===== config.mk =====
export PLATFORM = sky130hd
export DESIGN_NAME = pds_ctrl
export DESIGN_NICKNAME = d
export VERILOG_FILES = /design/src/hw/rtl/pds_pkg.sv /design/src/hw/rtl/pds_ctrl.sv
export SDC_FILE = /design/constraint.sdc
export NUM_CORES = 1
export LEC_CHECK = 0
export ABC_AREA = 1
export BUFFER_PORTS_ARGS = -buffer_cell sky130_fd_sc_hd__buf_2
export CAP_MARGIN = 20
export CORE_AREA = 2 2 39 41
export DETAILED_ROUTE_END_ITERATION = 10
export DIE_AREA = 0 0 41 43
export GPL_TIMING_DRIVEN = 0
export PLACE_DENSITY = 0.48
export SYNTH_ARGS = -nofsm -noshare
export SYNTH_HDL_FRONTEND = slang
export SYNTH_SLANG_ARGS = --single-unit
export TNS_END_PERCENT = 30

===== constraint.sdc =====
create_clock -name clk -period 1.77 [get_ports clk]
set_clock_uncertainty 0.05 [all_clocks]
set_input_delay 0.354 -clock clk [delete_from_list [all_inputs] [get_ports clk]]
set_output_delay 0.354 -clock clk [all_outputs]
set_load 0.1 [all_outputs]

===== src/hw/rtl/pds_pkg.sv =====
// Package with shared types and constants of the path delay statistics unit.
package pds_pkg;

	localparam int HistDepth = 16;
	localparam int HistIdxW = $clog2(HistDepth);
	localparam int HistFillW = $clog2(HistDepth + 1);

	localparam logic [31:0] RttNone = 32'hFFFF_FFFF;
	localparam logic signed [31:0] OwdNone = 32'sh7FFF_FFFF;
	localparam logic [39:0] Mask40 = 40'hFF_FFFF_FFFF;

	typedef enum logic [2:0] {
		KIND_RTT   = 3'd0,
		KIND_OWD   = 3'd1,
		KIND_ARR   = 3'd2,
		KIND_NACK  = 3'd3,
		KIND_ROUND = 3'd4
	} kind_t;

	typedef enum logic [2:0] {
		ST_IDLE,
		ST_EXEC,
		ST_MUL,
		ST_SCAN,
		ST_QD,
		ST_OUT
	} state_t;

	// Commands from the controller to the datapath.
	typedef struct packed {
		logic load;
		logic exec;
		logic mul;
		logic scan_start;
		logic scan_step;
		logic qd;
		logic emit;
	} cmd_t;

	// Status from the datapath to the controller.
	typedef struct packed {
		logic [2:0] kind;
		logic needs_mul;
		logic scan_last;
	} stat_t;

	localparam logic [0:0] RegAlpha = 1'd0;
	localparam logic [0:0] RegIdle = 1'd1;

endpackage


===== src/hw/rtl/pds_ctrl.sv =====
// Controller state machine that sequences one item through the datapath.
module pds_ctrl (
	input  logic clk,
	input  logic arst_n,
	input  logic in_valid,
	output logic in_ready,
	input  logic out_busy,
	input  pds_pkg::stat_t stat,
	output pds_pkg::cmd_t cmd
);
	import pds_pkg::*;

	state_t state_q, state_d;

	// Next state.
	always_comb begin
		state_d = state_q;
		case (state_q)
			ST_IDLE: if (in_valid) state_d = ST_EXEC;
			ST_EXEC: begin
				if (stat.needs_mul) state_d = ST_MUL;
				else if (stat.kind == KIND_ROUND) state_d = ST_SCAN;
				else state_d = ST_OUT;
			end
			ST_MUL: state_d = ST_OUT;
			ST_SCAN: if (stat.scan_last) state_d = ST_QD;
			ST_QD: state_d = ST_OUT;
			ST_OUT: if (!out_busy) state_d = ST_IDLE;
			default: state_d = ST_IDLE;
		endcase
	end

	// Outputs.
	always_comb begin
		cmd = '0;
		in_ready = 1'b0;
		case (state_q)
			ST_IDLE: begin
				in_ready = 1'b1;
				cmd.load = in_valid;
			end
			ST_EXEC: begin
				cmd.exec = 1'b1;
				cmd.scan_start = (stat.kind == KIND_ROUND);
			end
			ST_MUL: cmd.mul = 1'b1;
			ST_SCAN: cmd.scan_step = 1'b1;
			ST_QD: cmd.qd = 1'b1;
			ST_OUT: cmd.emit = !out_busy;
			default: cmd = '0;
		endcase
	end

	always_ff @(posedge clk or negedge arst_n) begin
		if (!arst_n) state_q <= ST_IDLE;
		else state_q <= state_d;
	end

endmodule


# Word level (Yosys, flattened, before mapping)
# Index checks and enable logic that the tools add are counted.
# totals
ff_bits	3
output_inout_bits	8
# classes
eq_ne	9
reduce_logical	4
mux	14
# op_table
cell	count
3-bit two-way mux	5
3-bit case mux with 5 select lines	1
3-bit equality test (second input constant)	3
1-bit two-way mux	8
3-bit by 2-bit equality test with 1-bit output (second input constant)	2
2-bit != test (second input constant)	3
3-bit by 1-bit equality test with 1-bit output (second input constant)	1
3-bit zero test	1
3-bit AND reduction	1
2-bit OR reduction	1
1-bit zero test	1

# Logic depth before layout (Yosys ltp)
# logic_depth
word_depth	4
ltp_mapped	7

# Least setup slack after synthesis
# Ideal clock, no wire load.
# synth_timing
path_kind	register to output
start	register state_q[1]
end	output cmd[6] in the netlist's numbering
arrival_time_ns	2.769
stages_incl_launch_ff	6
n_path_buf	0
setup_slack_ns	-1.403
cell_sequence	dfrtp_1 -> inv_1 -> nand2_1 -> nor2_2 -> inv_2 -> nor2_1
# synth_rtl
item	line_no	text
start: declaration	pds_ctrl.sv:13	state_t state_q, state_d;
start signal: assignment	pds_ctrl.sv:56	else state_q <= state_d;
end: declaration	pds_ctrl.sv:9	output pds_pkg::cmd_t cmd

==> results.md <==
- Status: complete, no violations
- Fillers: 152
- Largest register by flop count: state_q
- Mapped Area: 294.0 sq um
- Mapped Cells: 50
- Final setup viols: 0
- Clock Latency Late Sink: 0.22 ns
- Worst Hold Class: in2reg
- Drt total wl: 669 microns
- CP Class: reg2out
- Routed Antenna Nets: 0
- Total grt overflow: 0
- Die Y: 43 microns
- GPL Wtd Cong: 0.7257
- Clock Path Buffers: 2
- Initial DRC count: 7
- Final worst setup slack: 0.04167 ns
- Max FFs per register: 3
- Yosys cell types: 13
- Number of global-route vias before repair: 287
- Final slew viol count: 0
- Crit start category: flop
- First-pass GRT wire length: 1.041 mm
- Period utilisation layout: 0.9765
- Final-report hold violation count: 0
- CTS sink count: 3
- RSZ-0062 raised after global routing: yes
- CP Capture Type: output pin
- Die W: 41 microns
- Sequential share of the synthesized area: 0.2553
- CTS clock-pin slew for the worst setup and hold paths: 0.04 ns
- Yosys warnings: 0
- CTS HTree Levels: 1
- Worst Max-Slew Pin Slew: 0.4836 ns
- Syn-to-layout area delta: 68.94%
- CP Data Arrival Time: 1.32 ns
- Final non-filler cell area: 496.7 sq um
- Largest registers: state_q x3
- Share of post-route cells with drive strength above 1: 0.5211
- Fin nets: 81
- MaxCap Viol Count: 0
- Dpl ws: 0.07086 ns
- IO Pins: 17
- Via-per-instance ratio: 3.839
- Highest Clock Rate: 578.6 MHz
- N_diodes: 0
- I/O Buffers: 16
- CTS tree: built
- Largest net degree at the start of global routing: 9
- Mapped Nets: 59
- Site Rows: 14
- Post-CTS setup buffer count: 0
- Slew margin rel.: 0.6798
- Placeable core region: 1384 sq um
- Starting Density: 0.2125
- Synth Register Bits: 3
- Routed wire per std cell: 7.690 microns
- Initial antenna violation count: 0
- Detailed-route DRC error count: 0
- Post-route minimum period: 1.728 ns
- CTS root buf: clkbuf_4
- 1st-pass router iterations: 3
- Gr usage total: 0.08133
- Cts bufs inserted: 3
- DP Wirelength: 555.9 microns
- CP max FO: 5
- Via count: 334
- DP Area: 421.7 sq um
- Req. time, crit path: 1.37 ns
- Total die area: 1763 sq um
- Syn Area/Cell: 5.881 sq um
[cells in the mapped netlist]
cell type	number	share of area
o21bai_2	1	0.038
buf_4	1	0.026
nand2_2	2	0.043
inv_2	4	0.051
nor2_2	3	0.064
nor2_4	1	0.038
nor2_1	9	0.11
o21ai_1	1	0.017
dfrtp_1	3	0.26
inv_1	6	0.077
nand3_2	1	0.034
nand3_1	3	0.051
nand2_1	15	0.19
[placed cells by master (no fill, tap or decap), drive strengths merged]
master and instances:
o21ai 1, nor2 13, nand3 4, buf 16, dlygate4sd3 1, clkbuf 5
inv 10, nand2 17, o21bai 1, dfrtp 3
[layer usage]
metal | routed length [microns] | vias up | global-route usage
met5 | 0 | - | 0
met4 | 0 | 0 | 0.04000
met3 | 14 | 0 | 0
met2 | 355 | 5 | 0.1188
met1 | 298 | 141 | 0.1190
li1 | - | 188 | -
[cell families (layout without fill, tap and decap cells)]
| kind of cell | Yosys count | in the layout | share of synthesized area |
|---|---|---|---|
| AO/OA/AOI/OAI | 2 | 2 | 0.05530 |
| buffers and inverters | 11 | 32 | 0.1532 |
| flip-flops | 3 | 3 | 0.2553 |
| AND/OR/NAND/NOR | 34 | 34 | 0.5361 |
[worst max-delay path, cell delays in order, from the launching register on]
cell	delay, ns
dfrtp_1	0.41
nor2_2	0.22
nand2_1	0.14
nor2_4	0.10
buf_6	0.22
[layout make-up]
| type | count | area, sq um | share of cell area |
|---|---|---|---|
| Multi-Input combinational cell | 36 | 201.4 | 0.4055 |
| Timing Repair Buffer | 17 | 128.9 | 0.2594 |
| Sequential cell | 3 | 75.07 | 0.1511 |
| Inverter | 10 | 37.54 | 0.07557 |
| Clock buffer | 4 | 26.28 | 0.05290 |
| Tap cell | 16 | 20.02 | 0.04030 |
| Buffer | 1 | 7.507 | 0.01511 |
[final timing paths]
check | cells past startpoint | slack, ns | endpoint | from
max reg2reg | 6 | 0.63 | state_q[0]$_DFFE_PN0P_ | state_q[1]$_DFFE_PN0P_
min | 4 | 0.38 | state_q[1]$_DFFE_PN0P_ | stat[0]
min in group asynchronous | 2 | 0.40 | state_q[0]$_DFFE_PN0P_ | arst_n
max | 4 | 0.04 | cmd[3] | state_q[1]$_DFFE_PN0P_
min reg2reg | 2 | 0.57 | state_q[1]$_DFFE_PN0P_ | state_q[2]$_DFFE_PN0P_
max in group asynchronous | 2 | 1.17 | state_q[2]$_DFFE_PN0P_ | arst_n
[stage by stage]
step / utilization / instances / hold slack, ns / setup TNS (ns)
2_1_floorplan: - / 50 / 0.008409 / -0.4306
3_3_place_gp: 0.3047 / 82 / 0.09956 / 0
3_5_place_dp: 0.3047 / 82 / 0.09997 / 0
4_1_cts: 0.3481 / 87 / 0.3778 / 0
5_1_grt: 0.3590 / 87 / 0.4171 / -0.1247
6_report: 0.3590 / 87 / 0.3754 / 0
[what timing repair did]
item / 4_1_cts / 5_1_grt
pin swaps: 0 / 0
hold endpoints to repair: 3 / 0
resized for setup: 8 / 4
setup endpoints to repair: 5 / 6
hold buffers: 1 / 0
Power is not shown: default switching activity piles up to over one toggle a cycle in this logic, so the estimate is an artifact.
